==> src/rtl/tcpd_mul.sv <==
`timescale 1ns / 1ps

// unsigned multiplier, two registered partial products then a registered sum
module tcpd_mul #(
    parameter int AW = 32,
    parameter int BW = 32
) (
    input  logic             clk,
    input  logic             en,
    input  logic [AW-1:0]    a,
    input  logic [BW-1:0]    b,
    output logic [AW+BW-1:0] p
);

    localparam int LW = BW / 2;
    localparam int HW = BW - LW;

    logic [AW+LW-1:0] lo_reg;
    logic [AW+HW-1:0] hi_reg;
    logic [AW+BW-1:0] p_reg;

    always_ff @(posedge clk)
    begin
        if (en)
        begin
            lo_reg <= a * b[LW-1:0];
            hi_reg <= a * b[BW-1:LW];
            p_reg  <= {hi_reg, {LW{1'b0}}} + (AW+BW)'(lo_reg);
        end
    end

    assign p = p_reg;

endmodule

==> config.mk <==
export PLATFORM = sky130hd
export DESIGN_NAME = tcpd_mul
export DESIGN_NICKNAME = d
export VERILOG_FILES = /design/src/rtl/tcpd_mul.sv
export SDC_FILE = /design/constraint.sdc
export NUM_CORES = 2
export LEC_CHECK = 0
export BUFFER_PORTS_ARGS = -buffer_cell sky130_fd_sc_hd__buf_2
export CAP_MARGIN = 5
export CORE_MARGIN = 4
export CORE_UTILIZATION = 30
export DETAILED_ROUTE_END_ITERATION = 8
export PLACE_DENSITY_LB_ADDON = 0.3
export SKIP_LAST_GASP = 1
export SLEW_MARGIN = 20
export SYNTH_ARGS = -nofsm -noshare
export SYNTH_HDL_FRONTEND = slang
export SYNTH_SLANG_ARGS = --single-unit
==> constraint.sdc <==
create_clock -name clk -period 9.74 [get_ports clk]
set_input_delay 1.948 -clock clk [delete_from_list [all_inputs] [get_ports clk]]
set_output_delay 1.948 -clock clk [all_outputs]
set_load 0.05 [all_outputs]
# [After elaboration in Yosys (flattened, before gate mapping)]
# Index checks and enable logic that the tools add are counted.
# Widths: inputs -> output; s select.
[classes] n_mul=2 add_sub_neg=1
[ops] op="$mul 32x16->48" n=2
[ops] op="$add 64x48->64" n=1
[word_totals] input_bits=66 register_bits=160 out_inout_bits=64

# [Logic depth before layout (Yosys ltp)]
[depth] depth_word=1 ltp_mapped=25

# [Least setup slack after synthesis]
# OpenSTA, ideal clock, no wires.
[synth_timing] path_kind="input to register" start="in a[10]" end="reg hi_reg[44] (data pin)" slack_ns=1.826 setup_time_ns=0.262 required_ns=9.478 n_path_buf=1 arrival_ns=7.652 stages=20 path_cell_list="clkbuf_1 nand2_1 fa_1 fa_1 fa_1 fa_1 inv_1 fa_1 fa_1 ha_1 a21o_1 a21o_1 a21oi_2 o21ai_1 or4_4 a311oi_2 nor3_1 a2111oi_1 o21bai_1 xor2_1"
[synth_via] elab_chain_cells=1
[synth_rtl] item="from (decl)" line_no="10" rtl="input logic [AW-1:0] a,"
[synth_rtl] item="$mul 32x16->48" line_no="27" rtl="hi_reg <= a * b[BW-1:LW];"
[synth_rtl] item="to (signal assigned)" line_no="27"
[synth_rtl] item="to (decl)" line_no="19" rtl="logic [AW+HW-1:0] hi_reg;"
# Every way passes these cells.
# A chain may end at the register's enable or synchronous reset.

# [Final worst setup path]
[layout_timing] start="in b[3]" end="reg lo_reg[44] (data pin)"
[layout_via] elab_chain_cells=1
[layout_rtl] item="from (decl)" line_no="11" rtl="input logic [BW-1:0] b,"
[layout_rtl] item="$mul 32x16->48" line_no="26" rtl="lo_reg <= a * b[LW-1:0];"
[layout_rtl] item="to (signal assigned)" line_no="26"
[layout_rtl] item="to (decl)" line_no="18" rtl="logic [AW+LW-1:0] lo_reg;"
# Every way passes these cells.

==> flow_summary.toml <==
[status]
status = "completed"

[grt]
grt_pass1_wl_um = 177100
grt.overflow.total = 0
antenna_found_initial = 6
grt_use_total_pct = 16.72
grt_max_degree = 60
first_global_vias = 31085

[timing]
worst_slew_pin_slew_ns = 0.8930
min_period_ns = 8.543
max_slew_margin_pct = 40.47
fmax_mhz = 117.1
finalClockSkew_ns = 0.01902
maxSlewViolCount = 0
rsz0062_at_grt = "no"
fin_setup_tns_ns = 0
setup_viol = 0
period_share_pct = 87.71
hold_viol = 0

[worst_setup_path]
max_stage_delay_ns = 0.59
worstSetupStartpointType = "input pin"
crit_cells = 22
required_ns = 9.99
cp_top_family = "adder cells"
end_kind = "flop"
path_cells = "buf_2, nand2_1, fa_1, fa_1, inv_1, fa_1, fa_1, fa_1, inv_1, fa_1, inv_1, ha_1, nand2_1, o21a_1, a31o_1, nor2b_1, o211ai_1, a211o_1, a2111oi_0, nor3_1, nor3_1, xor2_1"
cp.arrival_ns = 8.79
reg2reg_depth = 10
crit_buf_inv = 4
cp_slowest_cell = "buf_2"
critical_path_class = "input pin to flop"
cpMostUsedCell = "fa_1"
cp_max_fo = 32

[route]
routedWlPerCell_um = 18.24
drt_iter0_markers = 1388
remaining_drc_errors = 0
dr_total_vias = 28057
dr.pass1.iters = 5
antenna_left = 0
wirelength_um = 109200
via_per_inst = 4.686

[layout]
largest_reg_flops = 64
final_common_cell = "inv_1"
stdcell_count = 5987
layout-drive-gt1-share_pct = 5.849
regArea_sq_um = 4805
fillers = 13489
syn2layout_area_growth_pct = 7.999
multiInputGateArea_sq_um = 30160
final_cell_mix = "inv_1 (910), fa_1 (837), nand2_1 (670)"
nets = 5402

[floorplan]
die-area_sq_um = 136500
coreArea_sq_um = 129600
die_w_um = 369.5
row_count = 132
io-pin-count = 130
start_util_pct = 30.24
fp.dieH_um = 369.5

[clock_network]
tritoncts = "done"
clk_pin_slew_ns = 0.08
post_cts_buffers = 0
h-tree-depth = 4
clockRootBuffer = "clkbuf_16"
postCtsHoldBufs = 0
worstSkewPairLatency_ns = 0.52
cts_resized = 0
cts_sinks = 160
cts_buffer_depth = 2
cts_buffers = 17

[logic_synthesis]
ys_seq_elements = 160
syn_nets = 5411
synthCells = 4236
seq_area_frac_synth_pct = 12.26
ys_types = 72
synth_ff_type = "edfxtp_1"
syn_avg_cell_area_sq_um = 9.254
yosysWarnings = 0
synth-edff-count = 160
async_flop_share_pct = 0
synth_area_sq_um = 39200

[min_path]
min_path_cells = 0
min_path_type = "flop to flop"

[place]
dp_hpwl_um = 87940
port_buffers = 129
dp_cells = 5950
place_congestion = 0.8516

[job]
drv_cap = 0
area by class of cell:
cell class	count	area share [%]
antenna	5	0.02955
sequential	160	11.35
tap	1742	5.148
inverter	910	8.068
multi-input combinational	2948	71.23
timing repair buffer	190	2.680
clock buffer	17	1.005
clock inverter	15	0.4876
cells by family (layout without fill, tap and decap cells):
kind of cell	Yosys count	after routing	synth area share, %
fa+ha+maj	1109	1109	51.43
compound gates	364	364	6.055
xor+xnor	126	126	2.815
buf+inv	1128	1132	10.81
other cells	0	5	0
simple gates	1349	1349	16.64
flops	160	160	12.26
routing by layer:
layer / routed length, um / vias up / global-route usage [%] / share of wire (%)
met5: 8 / - / 0 / 0.0073
met4: 2995 / 2 / 4.872 / 2.7
met3: 4336 / 123 / 2.029 / 4.0
met2: 56510 / 617 / 30.56 / 52
met1: 45350 / 14605 / 20.59 / 42
li1: - / 12710 / - / -
worst reg2reg max path: cells and delay by family (launching register included):
family	cells	cell delay [ns]
AOI/OAI and AO/OA	6	1.89
DFF	1	0.53
adders and majority gates	1	0.44
and+or+nand+nor	2	0.38
xor gates and xnor gates	1	0.19
through the flow:
step                      utilization, %  setup slack (ns)  hold slack [ns]  cell area, sq um
after floorplan                        -             1.826           0.4003             39200
after detailed placement           32.16            0.8171           0.4070             41690
after CTS                          32.65             1.379           0.4220             42320
after global placement             32.16            0.8310           0.4011             41690
final                              32.65             1.197           0.4219             42340
after global routing               32.65            0.8673           0.4276             42320
synth_stat cells (3+ instances only):
| master | number | area share [%] |
|---|---|---|
| a31o_2 | 4 | 0.089 |
| nand2b_1 | 15 | 0.24 |
| a211oi_1 | 7 | 0.13 |
| nand2_1 | 670 | 6.4 |
| nor3_1 | 28 | 0.36 |
| nand3b_1 | 5 | 0.096 |
| o21a_1 | 8 | 0.15 |
| fa_1 | 837 | 43 |
| o31ai_1 | 6 | 0.11 |
| o21bai_1 | 21 | 0.40 |
| a21oi_2 | 4 | 0.089 |
| o21ai_2 | 3 | 0.067 |
| and3_1 | 19 | 0.30 |
| ha_1 | 272 | 8.7 |
| xor2_1 | 41 | 0.92 |
| nor3b_1 | 5 | 0.096 |
| a31oi_1 | 14 | 0.22 |
| nand4_1 | 16 | 0.26 |
| inv_1 | 910 | 8.7 |
| buf_2 | 4 | 0.051 |
| nor2_1 | 77 | 0.74 |
| clkbuf_1 | 214 | 2.0 |
| and2_1 | 428 | 6.8 |
| o211ai_1 | 4 | 0.077 |
| a21o_1 | 64 | 1.2 |
| nor4_1 | 3 | 0.048 |
| edfxtp_1 | 160 | 12 |
| xnor2_1 | 85 | 1.9 |
| a21oi_1 | 126 | 1.6 |
| a211o_1 | 5 | 0.11 |
| nor2b_1 | 25 | 0.40 |
| o21ai_1 | 19 | 0.24 |
| nand3_1 | 44 | 0.56 |
| o21ai_0 | 39 | 0.50 |
| or3_1 | 3 | 0.048 |
final timing paths:
check | start | end | slack (ns)
max | b[3] | lo_reg[44]$_DFFE_PP_ | 1.20
max reg2reg | lo_reg[35]$_DFFE_PP_ | p[58]$_DFFE_PP_ | 6.09
min | lo_reg[10]$_DFFE_PP_ | p[10]$_DFFE_PP_ | 0.42
min reg2reg | lo_reg[10]$_DFFE_PP_ | p[10]$_DFFE_PP_ | 0.42
Power is not shown: default switching activity piles up to over one toggle a cycle in this logic, so the estimate is an artifact.
