### config.mk
export PLATFORM = sky130hd
export DESIGN_NAME = tcpd_sqrt
export DESIGN_NICKNAME = d
export VERILOG_FILES = /design/src/rtl/tcpd_sqrt.sv
export SDC_FILE = /design/constraint.sdc
export NUM_CORES = 2
export LEC_CHECK = 0
export ABC_CLOCK_PERIOD_IN_PS = 4350
export BUFFER_PORTS_ARGS = -buffer_cell sky130_fd_sc_hd__buf_2
export CORE_ASPECT_RATIO = 1.1
export CORE_MARGIN = 4
export CORE_UTILIZATION = 60
export DETAILED_ROUTE_END_ITERATION = 10
export PLACE_DENSITY = 0.76
export SYNTH_ARGS = -nofsm -noshare
export SYNTH_HDL_FRONTEND = slang
export SYNTH_MEMORY_MAX_BITS = 65536
export SYNTH_SLANG_ARGS = --single-unit
export TNS_END_PERCENT = 10
### constraint.sdc
create_clock -name clk -period 4.35 [get_ports clk]
set_clock_uncertainty 0.05 [all_clocks]
set_input_delay 0.87 -clock clk [delete_from_list [all_inputs] [get_ports clk]]
set_output_delay 0.87 -clock clk [all_outputs]
set_load 0.01 [all_outputs]
### src/rtl/tcpd_sqrt.sv
`timescale 1ns / 1ps

// floor square root, one result bit per stage
module tcpd_sqrt #(
    parameter int NB = 68
) (
    input  logic            clk,
    input  logic            en,
    input  logic [NB-1:0]   radicand,
    output logic [NB/2-1:0] root
);

    localparam int H  = NB / 2;
    localparam int RW = H + 2;

    logic [NB-1:0] rad_reg  [H];
    logic [RW-1:0] rem_reg  [H];
    logic [H-1:0]  root_reg [H];

    genvar k;
    for (k = 0; k < H; k++)
    begin : g_step
        logic [NB-1:0] rad_in;
        logic [RW-1:0] rem_in;
        logic [H-1:0]  root_in;
        logic [RW-1:0] rem_sh;
        logic [RW-1:0] trial;
        logic [RW-1:0] rem_next;
        logic          ge;

        if (k == 0)
        begin : g_first
            assign rad_in  = radicand;
            assign rem_in  = '0;
            assign root_in = '0;
        end
        else
        begin : g_next
            assign rad_in  = rad_reg[k-1];
            assign rem_in  = rem_reg[k-1];
            assign root_in = root_reg[k-1];
        end

        // bring down the next two radicand bits, try root*4+1
        assign rem_sh   = {rem_in[H-1:0], rad_in[NB-1-2*k -: 2]};
        assign trial    = {root_in, 2'b01};
        assign ge       = rem_sh >= trial;
        assign rem_next = ge ? rem_sh - trial : rem_sh;

        always_ff @(posedge clk)
        begin
            if (en)
            begin
                rad_reg[k]  <= rad_in;
                rem_reg[k]  <= rem_next;
                root_reg[k] <= {root_in[H-2:0], ge};
            end
        end
    end

    assign root = root_reg[H-1];

endmodule

### Word level (Yosys, flattened, before mapping)

Memories as Yosys holds them, arrays and structs flattened.
Index checks and enable logic that the tools add are counted.

| word-level totals | value |
|---|---|
| bits in registers | 0 |
| RAM bits | 4692 |
| bits of input ports | 70 |
| output and inout bits | 34 |
| logic and storage cells | 107 |
| memories | 3 |

Memories:

| memory | words | bits a word | rd ports | clocked after memory_dff | write ports | RTL line | text |
|---|---|---|---|---|---|---|---|
| rad_reg | 34 | 68 | 33 | 0 | 34 | 16 | `logic [NB-1:0] rad_reg [H];` |
| rem_reg | 34 | 36 | 33 | 0 | 34 | 17 | `logic [RW-1:0] rem_reg [H];` |
| root_reg | 34 | 34 | 34 | 0 | 34 | 18 | `logic [H-1:0] root_reg [H];` |

| cells by class | value |
|---|---|
| add/subtract/negate cells | 34 |
| order comparisons | 34 |
| muxes and demuxes | 36 |

Operators with widths:

| kind | count |
|---|---|
| $mux W36 | 34 |
| $ge A36 B36 Y1 | 33 |
| $sub A36 B36 Y36 | 33 |
| $sub A2 B1 Y3 const B | 1 |
| $ge A2 B1 Y1 const B | 1 |
| $mux W1 | 2 |

### Logic depth before layout (Yosys ltp)

An unclocked memory read counts as a cell.

| depth | value |
|---|---|
| depth in word-level cells | 3 |
| gate-level depth with buffers | 15 |
| mapped depth without buffers | 13 |

### Worst setup path after synthesis

No wires, ideal clock.

| path | value |
|---|---|
| path type | reg-to-reg |
| start | memory rem_reg[31][0] in the netlist's numbering |
| end | memory rem_reg[32][23] in the netlist's numbering, data pin |
| library setup time | 260 ps |
| arrival time | 3322 ps |
| required time | 4040 ps |
| path slack | 719 ps |
| cell stages (with the launch flop) | 13 |
| buffers on the path | 1 |
| period minus slack after synthesis | 3631 ps |
| cell sequence | edfxtp_1 ha_1 nor2b_1 o21a_1 o21ai_0 a311oi_1 a2bb2oi_1 a21o_1 a21oi_1 o21ai_0 o21ai_1 clkbuf_1 mux2_2 |

RTL lines:

| what | RTL line |
|---|---|
| start, declared | 17 |

==> flow_summary.json <==
{
  "status": "finished, final reports clean",
  "pwr-share-comb_pct": 21.6,
  "hold_depth": 1,
  "arrival_ns": 4.60,
  "max_stage_delay_ns": 0.67,
  "p_leak_nw": 55.3,
  "largest_reg_flops": 1122,
  "setup_tns_ns": 0,
  "die_area_mm2": 0.223,
  "postCtsSetupRepairBufs": 0,
  "ff2ff_path_depth": 11,
  "synth-seq-cells": 2788,
  "crit_fanout": 5,
  "finalNonFillerCells": 13303,
  "clk_pin_slew_ns": 0.06,
  "max_cap_violations": 0,
  "grt_pass1_vias": 76708,
  "cts_htree_levels": 5,
  "ctsLongestPathBuffers": 4,
  "rows": 178,
  "grt_start_max_net_pins": 147,
  "worst_pin_slew_ns": 1.22,
  "die_w_um": 450,
  "cp_cell_sequence": "ha_1 > nor2b_1 > o31ai_1 > a211oi_1 > o31ai_2 > o21ai_0 > a221oi_1 > o41ai_1 > nor2_4 > a2111oi_0 > xor2_1",
  "hp-class": "in2reg",
  "worst-setup-path-type": "reg2reg",
  "worstHoldStart": "radicand[65]",
  "synth_area_mm2": 0.129,
  "layout_commonest_cell": "edfxtp_1",
  "powerDensity_mw_per_mm2": 543,
  "hold_viol": 0,
  "fin_nets": 10991,
  "relSlewSlack_pct": 17.7,
  "synth_cells": 9886,
  "dp_hpwl_um": 185000,
  "die_h_um": 494,
  "yosysWarnings": 0,
  "swShare_pct": 28.1,
  "synthArstFlopShare_pct": 0,
  "insertion_delay_ns": 0.94,
  "grt_antenna_before_repair": 2,
  "cts_tree": "built",
  "yosys.cell_types.count": 87,
  "cp.required_ns": 4.93,
  "ant_nets": 0,
  "r2r-start": "rem_reg[27][0]",
  "finalCritPeriodShare_pct": 92.2,
  "synth_edf_count": 2788,
  "drt_pass1_iterations": 6,
  "worstSetupEndpointType": "register",
  "p_total_mw": 78.2,
  "cts_made_buffers": 303,
  "vias": 77237,
  "initial_core_util_pct": 60.3,
  "place.gp.congestion": 0.973,
  "grt_usage_pct": 23.1,
  "synthFlopType": "edfxtp_1",
  "syn_avg_cell_area_um2": 13.1,
  "rrSetupSlack_ns": 0.34,
  "cts_root_buffer": "clkbuf_16",
  "finalMaxSlewViolations": 0,
  "ir_worst_vdd_mv": 0.452,
  "p_seq_share_pct": 46.7,
  "grt.overflow.total": 0,
  "clock.fmax_mhz": 249,
  "internal-power_mw": 56.2,
  "synth.net_count": 10587,
  "port_buffers": 103,
  "cp-start-kind": "register",
  "fin_crit_ns": 4.01,
  "drc_errors": 0,
  "drive_gt1_share_pct": 7.90,
  "layout_common_cells": "edfxtp_1, inv_1, nand2_1",
  "rsz0062_at_grt": "no",
  "grt_pass1_wl_um": 412000,
  "p_sw_mw": 22.0,
  "synth-seq-area-share_pct": 64.9,
  "num_io_pins": 104,
  "clkPwrFrac_pct": 31.7,
  "wl_per_cell_um": 19.5,
  "final_util_pct": 67.3,
  "hold_path_end": "rad_reg[0][65]",
  "setup_viol": 0,
  "cpMaxStageDelayCell": "o41ai_1",
  "reg2reg_to": "rem_reg[28][31]",
  "core-area_mm2": 0.214,
  "drt_iter0_drc": 6209,
  "numClockSinks": 2788,
  "place_inst": 12724,
  "avgViaCountPerCell": 5.81,
  "syn2layout_area_growth_pct": 11.6,
  "wl_um": 259000
}
-- metal layers --
layer | GRT usage (%) | part of all wire [%] | wire length [um] | vias up
li1 | - | - | - | 37396
met1 | 30.7 | 43 | 111000 | 37128
met2 | 39.2 | 49 | 127000 | 2157
met3 | 3.40 | 5.0 | 12900 | 556
met4 | 8.14 | 3.4 | 8820 | 0
met5 | 0 | 0 | 0 | -
-- power by group through the flow --
stage | Clock [mW] | Sequential [mW] | Combinational [mW]
after detailed placement | 0 | 37.0 | 16.6
final | 24.8 | 36.5 | 16.9
after global placement | 0 | 37.0 | 16.1
after floorplan | 0 | 36.0 | 12.4
after CTS | 25.4 | 36.5 | 16.7
after global routing | 26.7 | 36.8 | 18.7
-- logic make-up (layout without fill, tap and decap cells) --
family / count (synthesis) / count (layout) / share of synthesized area, %
simple gates: 2437 / 2437 / 9.22
other cells: 1 / 6 / 0.00291
flops: 2788 / 2788 / 64.9
fa+ha+maj: 631 / 631 / 6.12
mux: 113 / 113 / 0.976
compound gates: 2032 / 2032 / 9.73
xor+xnor: 920 / 920 / 6.25
buf+inv: 964 / 1586 / 2.81
-- layout make-up --
class	instances	area (um^2)
Multi-Input combinational cell	6134	41800
Fill cell	14918	69900
Antenna cell	5	12.5
Clock inverter	175	1720
Tap cell	2790	3490
Sequential cell	2788	83700
Clock buffer	348	7880
Inverter	783	2940
Timing Repair Buffer	280	2410
-- Yosys cell counts (all sizes together), types with 96 or more instances --
cell	count	area share (%)
edfxtp	2788	65
inv	782	2.3
nand2	769	2.2
ha	631	6.1
o21ai	615	2.4
a21oi	555	2.2
nor2	517	1.5
xnor2	463	3.1
xor2	457	3.1
a21o	304	1.8
nor3	220	0.86
clkbuf	165	0.48
nand3	142	0.55
nor4	126	0.62
nand2b	119	0.58
nand4	106	0.52
mux2	102	0.89
o21a	102	0.59
or3	96	0.47
-- worst max-delay path by stage --
| stage | startpoint | end | cells after the start |
|---|---|---|---|
| floorplan | rem_reg[31][0] | rem_reg[32][23] | 12 |
| global placement | rem_reg[27][0] | rem_reg[28][4] | 11 |
| detailed placement | rem_reg[27][0] | rem_reg[28][4] | 11 |
| CTS | rem_reg[27][0] | rem_reg[28][4] | 11 |
| global route | rem_reg[27][0] | rem_reg[28][30] | 12 |
| finish | rem_reg[27][0] | rem_reg[28][31] | 11 |
-- metrics by stage --
stage	instance area [um^2]	worst slack, ns	hold slack, ns
after CTS	144000	0.264	0.000834
final	144000	0.338	0.0784
after global placement	134000	0.371	0.350
after floorplan	129000	0.719	0.350
after global routing	144000	0.0425	0.0226
after detailed placement	134000	0.301	0.355
-- worst max-delay path, delay by kind of cell, from the launching register on --
kind,cells,cell delay (ns)
AOI/OAI and AO/OA,7,2.52
DFF,1,0.39
adders and majority gates,1,0.37
and+or+nand+nor,2,0.27
xor gates and xnor gates,1,0.12
-- timing repair --
action	in CTS	in global routing
hold buffers	51	0
endpoints found under the setup margin	0	2
endpoints found under the hold margin	51	0
gates resized for setup	0	1
Power figures use the tool's default switching activity.
